===== config.mk =====
export PLATFORM = sky130hd
export DESIGN_NAME = mcu_serial_frame_receiver
export DESIGN_NICKNAME = d
export VERILOG_FILES = /design/src/design/msfr_pkg.sv /design/src/design/mcu_serial_frame_receiver.sv
export SDC_FILE = /design/constraint.sdc
export NUM_CORES = 1
export LEC_CHECK = 0
export BUFFER_PORTS_ARGS = -buffer_cell sky130_fd_sc_hd__buf_2
export CAP_MARGIN = 20
export CELL_PAD_IN_SITES_DETAIL_PLACEMENT = 1
export CELL_PAD_IN_SITES_GLOBAL_PLACEMENT = 1
export CORE_MARGIN = 3
export CORE_UTILIZATION = 44
export DETAILED_ROUTE_END_ITERATION = 8
export MAX_ROUTING_LAYER = met4
export PLACE_DENSITY_LB_ADDON = 0.1
export SYNTH_ARGS = -nofsm -noshare
export SYNTH_HDL_FRONTEND = slang
export SYNTH_SLANG_ARGS = --single-unit

===== constraint.sdc =====
create_clock -name clock -period 5.2 [get_ports clock]
set_input_delay 0.52 -clock clock [delete_from_list [all_inputs] [get_ports clock]]
set_output_delay 0.52 -clock clock [all_outputs]
set_load 0.02 [all_outputs]

===== src/design/msfr_pkg.sv =====
// Package for the serial frame receiver: frame constants, event codes
// and the result record type. No dependencies.
`timescale 1ns / 1ps

package msfr_pkg;

   // Default receive buffer size in bytes
   localparam int BUFFER_BYTES = 64;

   // Frame framing and decode constants
   localparam logic [7:0] START_BYTE     = 8'h55;
   localparam logic [7:0] SECOND_BYTE    = 8'hAA;
   localparam logic [7:0] STATUS_VERSION = 8'h03;
   localparam logic [7:0] STATUS_COMMAND = 8'h07;
   localparam logic [7:0] MODE_DATAPOINT = 8'h04;
   localparam int         HEADER_LEN     = 7;

   // Frame event codes
   localparam logic [1:0] EV_STATUS   = 2'd0;
   localparam logic [1:0] EV_OTHER    = 2'd1;
   localparam logic [1:0] EV_CHECKSUM = 2'd2;

   // One decoded frame
   typedef struct packed {
      logic [1:0]         frame_event;
      logic [7:0]         version_byte;
      logic [7:0]         command_byte;
      logic [7:0]         datapoint_id;
      logic signed [31:0] value_word;
      logic [7:0]         value_byte;
      logic               mode_reset_request;
   } rsp_type;

endpackage


===== src/design/mcu_serial_frame_receiver.sv =====
// Serial frame receiver top level: start hunt, header capture, checksum
// and status-report decode. Depends on msfr_pkg.
`timescale 1ns / 1ps

// Usage
//   req_ channel: one received link byte per transfer (req_rx_byte).
//   rsp_ channel: one decoded frame per completed frame; bytes that do not
//   close a frame give no transfer on rsp_.
//   Each byte is processed in the cycle it is accepted: a byte per cycle,
//   sustained while req_ready is high. The result for a closing byte is
//   registered into the output register, or into the skid slot while
//   that register holds an untaken result; rsp_ shows the output register.
//   Until 0x55 is seen, bytes are discarded. A frame closes when 7 plus the
//   length byte have been collected with 0xAA as second byte; a partial
//   frame that reaches BUFFER_BYTES-1 bytes is dropped.
//   Reset clears the byte count, sum, tail window and both output slots;
//   the captured header bytes are not cleared.
//   When the rsp_ side stalls, a second result slot absorbs one more frame;
//   req_ready drops only while both slots are full, so bytes keep flowing
//   while a single result waits.
module mcu_serial_frame_receiver #(
   parameter int BUFFER_BYTES = msfr_pkg::BUFFER_BYTES
) (
   input  logic               clock,
   input  logic               reset,
   input  logic               req_valid,
   output logic               req_ready,
   input  logic [7:0]         req_rx_byte,
   output logic               rsp_valid,
   input  logic               rsp_ready,
   output logic [1:0]         rsp_frame_event,
   output logic [7:0]         rsp_version_byte,
   output logic [7:0]         rsp_command_byte,
   output logic [7:0]         rsp_datapoint_id,
   output logic signed [31:0] rsp_value_word,
   output logic [7:0]         rsp_value_byte,
   output logic               rsp_mode_reset_request
);

   localparam int CW = $clog2(BUFFER_BYTES);
   localparam int HL = msfr_pkg::HEADER_LEN;

   // Frame state
   logic [CW-1:0] fill_ff, fill_in;
   logic [7:0]    sum_ff, sum_in;
   logic [31:0]   tail_ff, tail_in;
   logic [7:0]    hdr_ff [HL];

   // Output register and skid slot
   logic              rsp_valid_ff, rsp_valid_in;
   msfr_pkg::rsp_type rsp_ff, rsp_in;
   logic              skid_valid_ff, skid_valid_in;
   msfr_pkg::rsp_type skid_ff, skid_in;

   logic              accept;
   logic              started;
   logic              done;
   logic              status;
   logic [CW-1:0]     fill_inc;
   logic [8:0]        frame_len;
   logic [7:0]        dp;
   logic              out_take;
   msfr_pkg::rsp_type res;

   assign req_ready = !skid_valid_ff;
   assign accept    = req_valid && req_ready;
   assign out_take  = rsp_valid_ff && rsp_ready;

   // Frame detection on the incoming byte
   always_comb begin
      started   = (fill_ff != '0) || (req_rx_byte == msfr_pkg::START_BYTE);
      fill_inc  = fill_ff + 1'b1;
      frame_len = 9'(HL) + {1'b0, hdr_ff[5]};
      done      = started && (fill_ff >= CW'(HL - 1))
                  && (hdr_ff[0] == msfr_pkg::START_BYTE)
                  && (hdr_ff[1] == msfr_pkg::SECOND_BYTE)
                  && (9'(fill_inc) == frame_len);
      // empty payload: the seventh byte is the closing byte itself
      dp     = (fill_ff == CW'(HL - 1)) ? req_rx_byte : hdr_ff[HL-1];
      status = (req_rx_byte == sum_ff)
               && (hdr_ff[2] == msfr_pkg::STATUS_VERSION)
               && (hdr_ff[3] == msfr_pkg::STATUS_COMMAND);
   end

   // Decoded result
   always_comb begin
      res              = '0;
      res.version_byte = hdr_ff[2];
      res.command_byte = hdr_ff[3];
      if (req_rx_byte != sum_ff) begin
         res.frame_event = msfr_pkg::EV_CHECKSUM;
      end else if (status) begin
         res.frame_event        = msfr_pkg::EV_STATUS;
         res.datapoint_id       = dp;
         res.value_word         = tail_ff;
         res.value_byte         = tail_ff[7:0];
         res.mode_reset_request = (dp == msfr_pkg::MODE_DATAPOINT)
                                  && (tail_ff[7:0] != 8'h00);
      end else begin
         res.frame_event = msfr_pkg::EV_OTHER;
      end
   end

   // Count, sum and tail window
   always_comb begin
      fill_in = fill_ff;
      sum_in  = sum_ff;
      tail_in = tail_ff;
      if (accept && started) begin
         if (done) begin
            fill_in = '0;
            sum_in  = '0;
            tail_in = '0;
         end else begin
            fill_in = fill_inc;
            sum_in  = sum_ff + req_rx_byte;
            tail_in = {tail_ff[23:0], req_rx_byte};
            if (fill_inc >= CW'(BUFFER_BYTES - 1)) begin
               fill_in = '0;
               sum_in  = '0;
               tail_in = '0;
            end
         end
      end
   end

   // Output register and skid slot
   always_comb begin
      rsp_valid_in  = rsp_valid_ff;
      rsp_in        = rsp_ff;
      skid_valid_in = skid_valid_ff;
      skid_in       = skid_ff;
      if (skid_valid_ff) begin
         if (out_take) begin
            rsp_in        = skid_ff;
            skid_valid_in = 1'b0;
         end
      end else if (accept && done) begin
         if (!rsp_valid_ff || out_take) begin
            rsp_in       = res;
            rsp_valid_in = 1'b1;
         end else begin
            skid_in       = res;
            skid_valid_in = 1'b1;
         end
      end else if (out_take) begin
         rsp_valid_in = 1'b0;
      end
   end

   // Control registers
   always_ff @(posedge clock) begin
      if (reset) begin
         fill_ff       <= '0;
         sum_ff        <= '0;
         tail_ff       <= '0;
         rsp_valid_ff  <= 1'b0;
         skid_valid_ff <= 1'b0;
      end else begin
         fill_ff       <= fill_in;
         sum_ff        <= sum_in;
         tail_ff       <= tail_in;
         rsp_valid_ff  <= rsp_valid_in;
         skid_valid_ff <= skid_valid_in;
      end
   end

   // Payload registers and header capture
   always_ff @(posedge clock) begin
      rsp_ff  <= rsp_in;
      skid_ff <= skid_in;
      if (accept && started && (fill_ff < CW'(HL))) begin
         hdr_ff[fill_ff[2:0]] <= req_rx_byte;
      end
   end

   assign rsp_valid              = rsp_valid_ff;
   assign rsp_frame_event        = rsp_ff.frame_event;
   assign rsp_version_byte       = rsp_ff.version_byte;
   assign rsp_command_byte       = rsp_ff.command_byte;
   assign rsp_datapoint_id       = rsp_ff.datapoint_id;
   assign rsp_value_word         = rsp_ff.value_word;
   assign rsp_value_byte         = rsp_ff.value_byte;
   assign rsp_mode_reset_request = rsp_ff.mode_reset_request;

   // Checks
   a_skid_behind_out: assert property (@(posedge clock) disable iff (reset)
      skid_valid_ff |-> rsp_valid_ff)
      else $error("skid slot full while output register empty");

   a_fill_bound: assert property (@(posedge clock) disable iff (reset)
      fill_ff < CW'(BUFFER_BYTES - 1))
      else $error("fill count beyond buffer limit");

   a_non_status_zero: assert property (@(posedge clock) disable iff (reset)
      (rsp_valid_ff && (rsp_ff.frame_event != msfr_pkg::EV_STATUS)) |->
      (rsp_ff.datapoint_id == 8'h00 && rsp_ff.value_word == 32'sd0 &&
       rsp_ff.value_byte == 8'h00 && !rsp_ff.mode_reset_request))
      else $error("status fields set on a non-status frame");

   a_mode_reset_dp: assert property (@(posedge clock) disable iff (reset)
      (rsp_valid_ff && rsp_ff.mode_reset_request) |->
      (rsp_ff.datapoint_id == msfr_pkg::MODE_DATAPOINT))
      else $error("mode reset request on wrong datapoint");

   a_skid_fills_on_stall: assert property (@(posedge clock) disable iff (reset)
      (skid_valid_ff && !$past(skid_valid_ff)) |-> $past(rsp_valid_ff && !rsp_ready))
      else $error("skid slot filled without a stall");

endmodule

Word level (Yosys, flattened, before mapping)
Memory sizes are Yosys's and may differ from the RTL's.
Index checks and enable logic that the tools add are counted.
W data, S select, Z words.

storage, ports and cells
  bits in registers = 182
  RAM bits = 56
  output and inout bits = 69
  logic and storage cells = 88
  memories = 1

memory list
  name    depth  width  read ports  clocked after memory_dff  wr ports  RTL line                         source
  hdr_ff  7      8      6           0                         1         mcu_serial_frame_receiver.sv:47  logic [7:0] hdr_ff [HL];

cells by class
  add/sub/neg operators = 3
  $lt $le $gt $ge = 3
  equality and inequality tests = 12
  multiplexer cells = 24
  bitwise logic cells = 2
  reduce and logical (&&, ||, !) cells = 24

operators with widths
  operator               count
  $mux W67               4
  $mux W49               2
  $mux W32               2
  $mux W8                3
  $eq A8 B3 Y1 const B   2
  $eq A8 B7 Y1 const B   2
  $logic_and A1 B1 Y1    12
  $mux W6                2
  $mux W1                10
  $add A3 B8 Y9 const A  1
  $eq A6 B9 Y1           1
  $reduce_and A3 Y1      3
  $add A8 B8 Y8          1
  $eq A8 B2 Y1 const B   1
  $eq A8 B8 Y1           1
  $eq A8 B8 Y1 const B   1
  $ne A8 B8 Y1           1
  $reduce_bool A8 Y1     1
  $add A6 B1 Y6 const B  1
  $eq A6 B3 Y1 const B   1
  $ge A6 B3 Y1 const B   1
  $ge A6 B6 Y1 const B   1
  $lt A6 B3 Y1 const B   1
  $reduce_bool A2 Y1     3
  other kinds (6)        10

Longest topological paths before layout
  depth in word-level cells = 9
  depth in mapped cells = 10
  gate-level depth less buffers = 8

Worst setup path before layout
No wires, ideal clock.

  path type = register -> register
  from = mem hdr_ff[5][0]
  to = reg rsp_ff, in the netlist rsp_command_byte[0] (enable)
  arrival time = 4.961 ns
  data required time = 4.699 ns
  slack = -0.262 ns
  cell stages (with the launch flop) = 9
  period minus slack after synthesis = 5.462 ns
  cells stage by stage = edfxtp_1 > inv_1 > ha_1 > nor2b_1 > or4b_4 > a2111oi_4 > o2111ai_2 > nand3b_4 > a22oi_1

RTL lines
  what                  RTL line                          source
  start, declared       mcu_serial_frame_receiver.sv:47
  end signal, assigned  mcu_serial_frame_receiver.sv:170  rsp_ff <= rsp_in;
  end, declared         mcu_serial_frame_receiver.sv:51   msfr_pkg::rsp_type rsp_ff, rsp_in;

==> metrics.log <==
INFO  metric num-nets-final = 755
INFO  metric clkPwrFrac = 44.9%
INFO  metric cell_internal_pwr = 0.00270 W
INFO  metric synth.yosys.seq_area_share = 66.3%
INFO  metric dpl.cell_count = 970
INFO  metric path_cells = inv_1 -> ha_1 -> nor2b_1 -> or4b_4 -> a2111oi_4 -> o2111ai_2 -> nand3b_4 -> a22oi_2 -> buf_4
INFO  metric finalWorstSetupSlack = 1.78 ns
INFO  metric ys_seq_elements = 214
INFO  metric crit_path_top_delay_cell = sky130_fd_sc_hd__buf_4
INFO  metric relSlewSlack = 29.3%
INFO  metric skew = 0.00963 ns
INFO  metric fin_area = 0.0103 sq mm
INFO  metric antenna_cells = 0
INFO  metric critPathMaxStageDelay = 0.62 ns
INFO  metric postCtsResizedCells = 0
INFO  metric slew_violations = 0
INFO  metric dr.pass1.iters = 4
INFO  metric worst_hold_path_type = in2reg
INFO  metric power_switching = 0.000686 W
INFO  metric achievable-frequency = 292 MHz
INFO  metric post_synth_xor_area_fraction = 2.41%
INFO  metric syn_std_cell_area = 0.00897 sq mm
INFO  metric synth_compound_gate_area_share = 5.75%
INFO  metric final-hold-violation-count = 0
INFO  metric grt_pass1_wl = 31,900 um
INFO  metric initial_standard_cell_utilization_of_the_core = 45.5%
INFO  metric pin_count = 81
INFO  metric synth_area_leaders = sky130_fd_sc_hd__edfxtp_1, sky130_fd_sc_hd__dfxtp_1, sky130_fd_sc_hd__mux2_2, sky130_fd_sc_hd__nand4_1, sky130_fd_sc_hd__nand2_1
INFO  metric instances_no_fill = 1,013
INFO  metric num_rows = 51
INFO  metric cts_htree_levels = 1
INFO  metric synth_mux_area_share = 7.42%
INFO  metric period_needed = 3.42 ns
INFO  metric timing_worst_slew_pin_value = 1.06 ns
INFO  metric combinational_share_of_power = 1.2%
INFO  metric drtAntennaViolNets = 0
INFO  metric synthMostInstantiatedCell = sky130_fd_sc_hd__edfxtp_1
INFO  metric post_drt_via_cell_ratio = 5.47
INFO  metric peak_supply_drop = 0.000243 V
INFO  metric placed_area = 0.00959 sq mm
INFO  metric detail_route.iter0.violations = 283
INFO  metric grt_max_degree = 60
INFO  metric syn_area_per_cell = 13.6 sq um
INFO  metric synth_top_family_by_area = simple AND/OR/NAND/NOR gates
INFO  metric die_w = 149 um
INFO  metric synth.net_count = 684
INFO  metric netlist.top_cell.by_area = sky130_fd_sc_hd__edfxtp_1
INFO  metric cts-root-buf = sky130_fd_sc_hd__clkbuf_16
INFO  metric syn-instance-count = 660
INFO  metric clock_tree.buffer_depth = 3
INFO  metric dp_slack = 1.75 ns
INFO  metric cp_data_required_time = 5.34 ns
INFO  metric design.die.area = 0.0221 sq mm
INFO  metric finalWeightedCongestion = 0.876
INFO  metric synth.top_cells.by_count = sky130_fd_sc_hd__edfxtp_1, sky130_fd_sc_hd__nand2_1, sky130_fd_sc_hd__mux2_2
INFO  metric aggregate_global_routing_overflow = 0
INFO  metric p_leak = 3.57 nW
INFO  metric portion_of_total_power_attributed_to_sequential_cells = 53.8%
INFO  metric synth_enable_flop_cells = 166
INFO  metric area_delta_synth_final = 14.8%
INFO  metric drt_wl_total = 20,100 um
INFO  metric grt.total_usage = 18.6%
INFO  metric share_of_final_layout_standard_cells_stronger_than_drive_strength_1 = 24.9%
INFO  metric setup_repair_after_global_routing_missed_its_margin = false
INFO  metric min_period_over_period = 65.9%
INFO  metric wl_per_cell = 19.8 um
INFO  metric first_global_vias = 5,776
INFO  metric cap_viol_max_count = 0
INFO  metric yosys_most_used_dff = sky130_fd_sc_hd__edfxtp_1
INFO  metric post_cts_hold_buffer_count = 0
INFO  metric fillerInstances = 1,999
INFO  metric switching_share = 20.2%
INFO  metric core-area = 0.0197 sq mm
INFO  metric detailedPlacementHpwl = 12,700 um
INFO  metric tns = 0 ns
INFO  metric fin_util = 52.2%
INFO  metric worst_setup_path_end_kind = flip-flop
INFO  metric clkTransAtPathRegs = 0.05 ns
INFO  metric synth_top_cell_area_share = 55.6%
INFO  metric cp_data_arrival_time = 3.57 ns
INFO  metric num_vias = 5,537
INFO  metric worst-path-max-fanout = 57
INFO  metric finalSetupViolCount = 0
INFO  metric postCtsSetupRepairBufs = 0
INFO  metric synth.lib_cells_used.distinct = 53
INFO  metric numCtsBuffers = 23
INFO  metric ys.warnings.count = 0
INFO  metric floorplan.die.height = 149 um
INFO  metric cts_tree = built
INFO  metric critical_path_class = reg2reg
INFO  metric setup.worst_path.start_class = flip-flop
INFO  metric synthArstFlopShare = 0%
INFO  metric cts_num_sinks = 214
INFO  metric power.density = 329 mW/mm^2
INFO  metric worst_skew_pair.late_latency = 0.52 ns
INFO  metric outcome = complete, no violations
INFO  metric drcViolationCount = 0
INFO  metric synth_fa_ha_area_share = 1.76%
INFO  metric number_of_antenna_violations_at_the_first_check_in_global_routing = 0
INFO  metric post_synthesis_simple_gate_area_fraction = 13.4%
INFO  metric port_buffers = 80
[cell type report]
class                   instances  area (sq um)  area share, %
clock inverters                12          96.3          0.936
flip-flops and latches        214          5950           57.8
multi-input cells             389          2780           27.0
clock buffers                  30           602           5.85
repair buffers                 95           513           4.98
inverters                       8          30.0          0.292
well taps                     265           332           3.22
[routing by layer]
metal  share of wire, %  vias to the layer above  global-route usage, %  routed length [um]
li1                   -                     2611                      -                   -
met1                 48                     2789                   25.8                9550
met2                 46                      105                   29.3                9280
met3                3.8                       32                   2.49                 758
met4                2.4                        0                   5.17                 477
met5                  0                        -                      -                   0
[flip-flops by register name, summed over array words and instances (netlist names)]
signal                  cells
rsp_value_word             32
sum_ff                      8
rsp_frame_event             2
rsp_mode_reset_request      1
hdr_ff                     48
rsp_version_byte            8
rsp_datapoint_id            8
skid_valid_ff               1
fill_ff                     6
skid_ff                    59
tail_ff                    32
rsp_command_byte            8
rsp_valid                   1
[power by group through the flow]
stage	Sequential (W)	Combinational (W)	Clock, W
2_1_floorplan	0.00186	0.0000174	0
3_3_place_gp	0.00186	0.0000424	0
3_5_place_dp	0.00186	0.0000433	0
4_1_cts	0.00182	0.0000434	0.00156
5_1_grt	0.00182	0.0000463	0.00163
6_report	0.00182	0.0000423	0.00152
[cells by family (layout without fill, tap and decap cells)]
family,after synthesis,count (layout)
xor gates and xnor gates,20,20
buffers and inverters,57,145
DFF,214,214
AOI/OAI and AO/OA,79,79
and+or+nand+nor,218,218
adders and majority gates,12,12
muxes,60,60
[path summary, 6_finish.rpt]
check	from	end	slack, ns	cells after the start
worst min-delay path	rsp_ready	skid_valid_ff	0.26	2
worst max-delay path	hdr_ff[5][0]	rsp_datapoint_id[7]	1.78	9
worst max register to register	hdr_ff[5][0]	rsp_datapoint_id[7]	1.78	9
worst min register to register	tail_ff[28]	tail_ff[28]	0.45	2
[through the flow]
step | hold WS, ns | total power (W)
6_report | 0.262 | 0.00339
5_1_grt | 0.259 | 0.00350
4_1_cts | 0.245 | 0.00343
3_5_place_dp | 0.448 | 0.00190
3_3_place_gp | 0.438 | 0.00190
2_1_floorplan | 0.427 | 0.00188
[placed cells by master, fill, tap and decap left out, types with 5 or more instances in the layout]
cell	instances
sky130_fd_sc_hd__a21oi_1	47
sky130_fd_sc_hd__and2_1	32
sky130_fd_sc_hd__buf_2	80
sky130_fd_sc_hd__buf_4	14
sky130_fd_sc_hd__clkbuf_1	7
sky130_fd_sc_hd__clkbuf_16	23
sky130_fd_sc_hd__clkinv_1	5
sky130_fd_sc_hd__dfxtp_1	48
sky130_fd_sc_hd__edfxtp_1	166
sky130_fd_sc_hd__ha_1	11
sky130_fd_sc_hd__inv_1	8
sky130_fd_sc_hd__mux2_2	52
sky130_fd_sc_hd__mux2i_1	8
sky130_fd_sc_hd__nand2_1	64
sky130_fd_sc_hd__nand3_1	7
sky130_fd_sc_hd__nand3b_1	5
sky130_fd_sc_hd__nand4_1	44
sky130_fd_sc_hd__nor2_1	16
sky130_fd_sc_hd__nor3_1	12
sky130_fd_sc_hd__nor4_1	11
sky130_fd_sc_hd__o31ai_1	8
sky130_fd_sc_hd__xnor2_1	10
sky130_fd_sc_hd__xor2_1	7
[worst max-delay path, delay by kind of cell, from the launching register on]
kind | cells | cell delay, ns
AOI/OAI and AO/OA | 3 | 0.77
adders and majority gates | 1 | 0.22
buffers and inverters | 2 | 0.68
DFF | 1 | 0.41
and+or+nand+nor | 3 | 0.88
(Power assumes the default switching activity.)
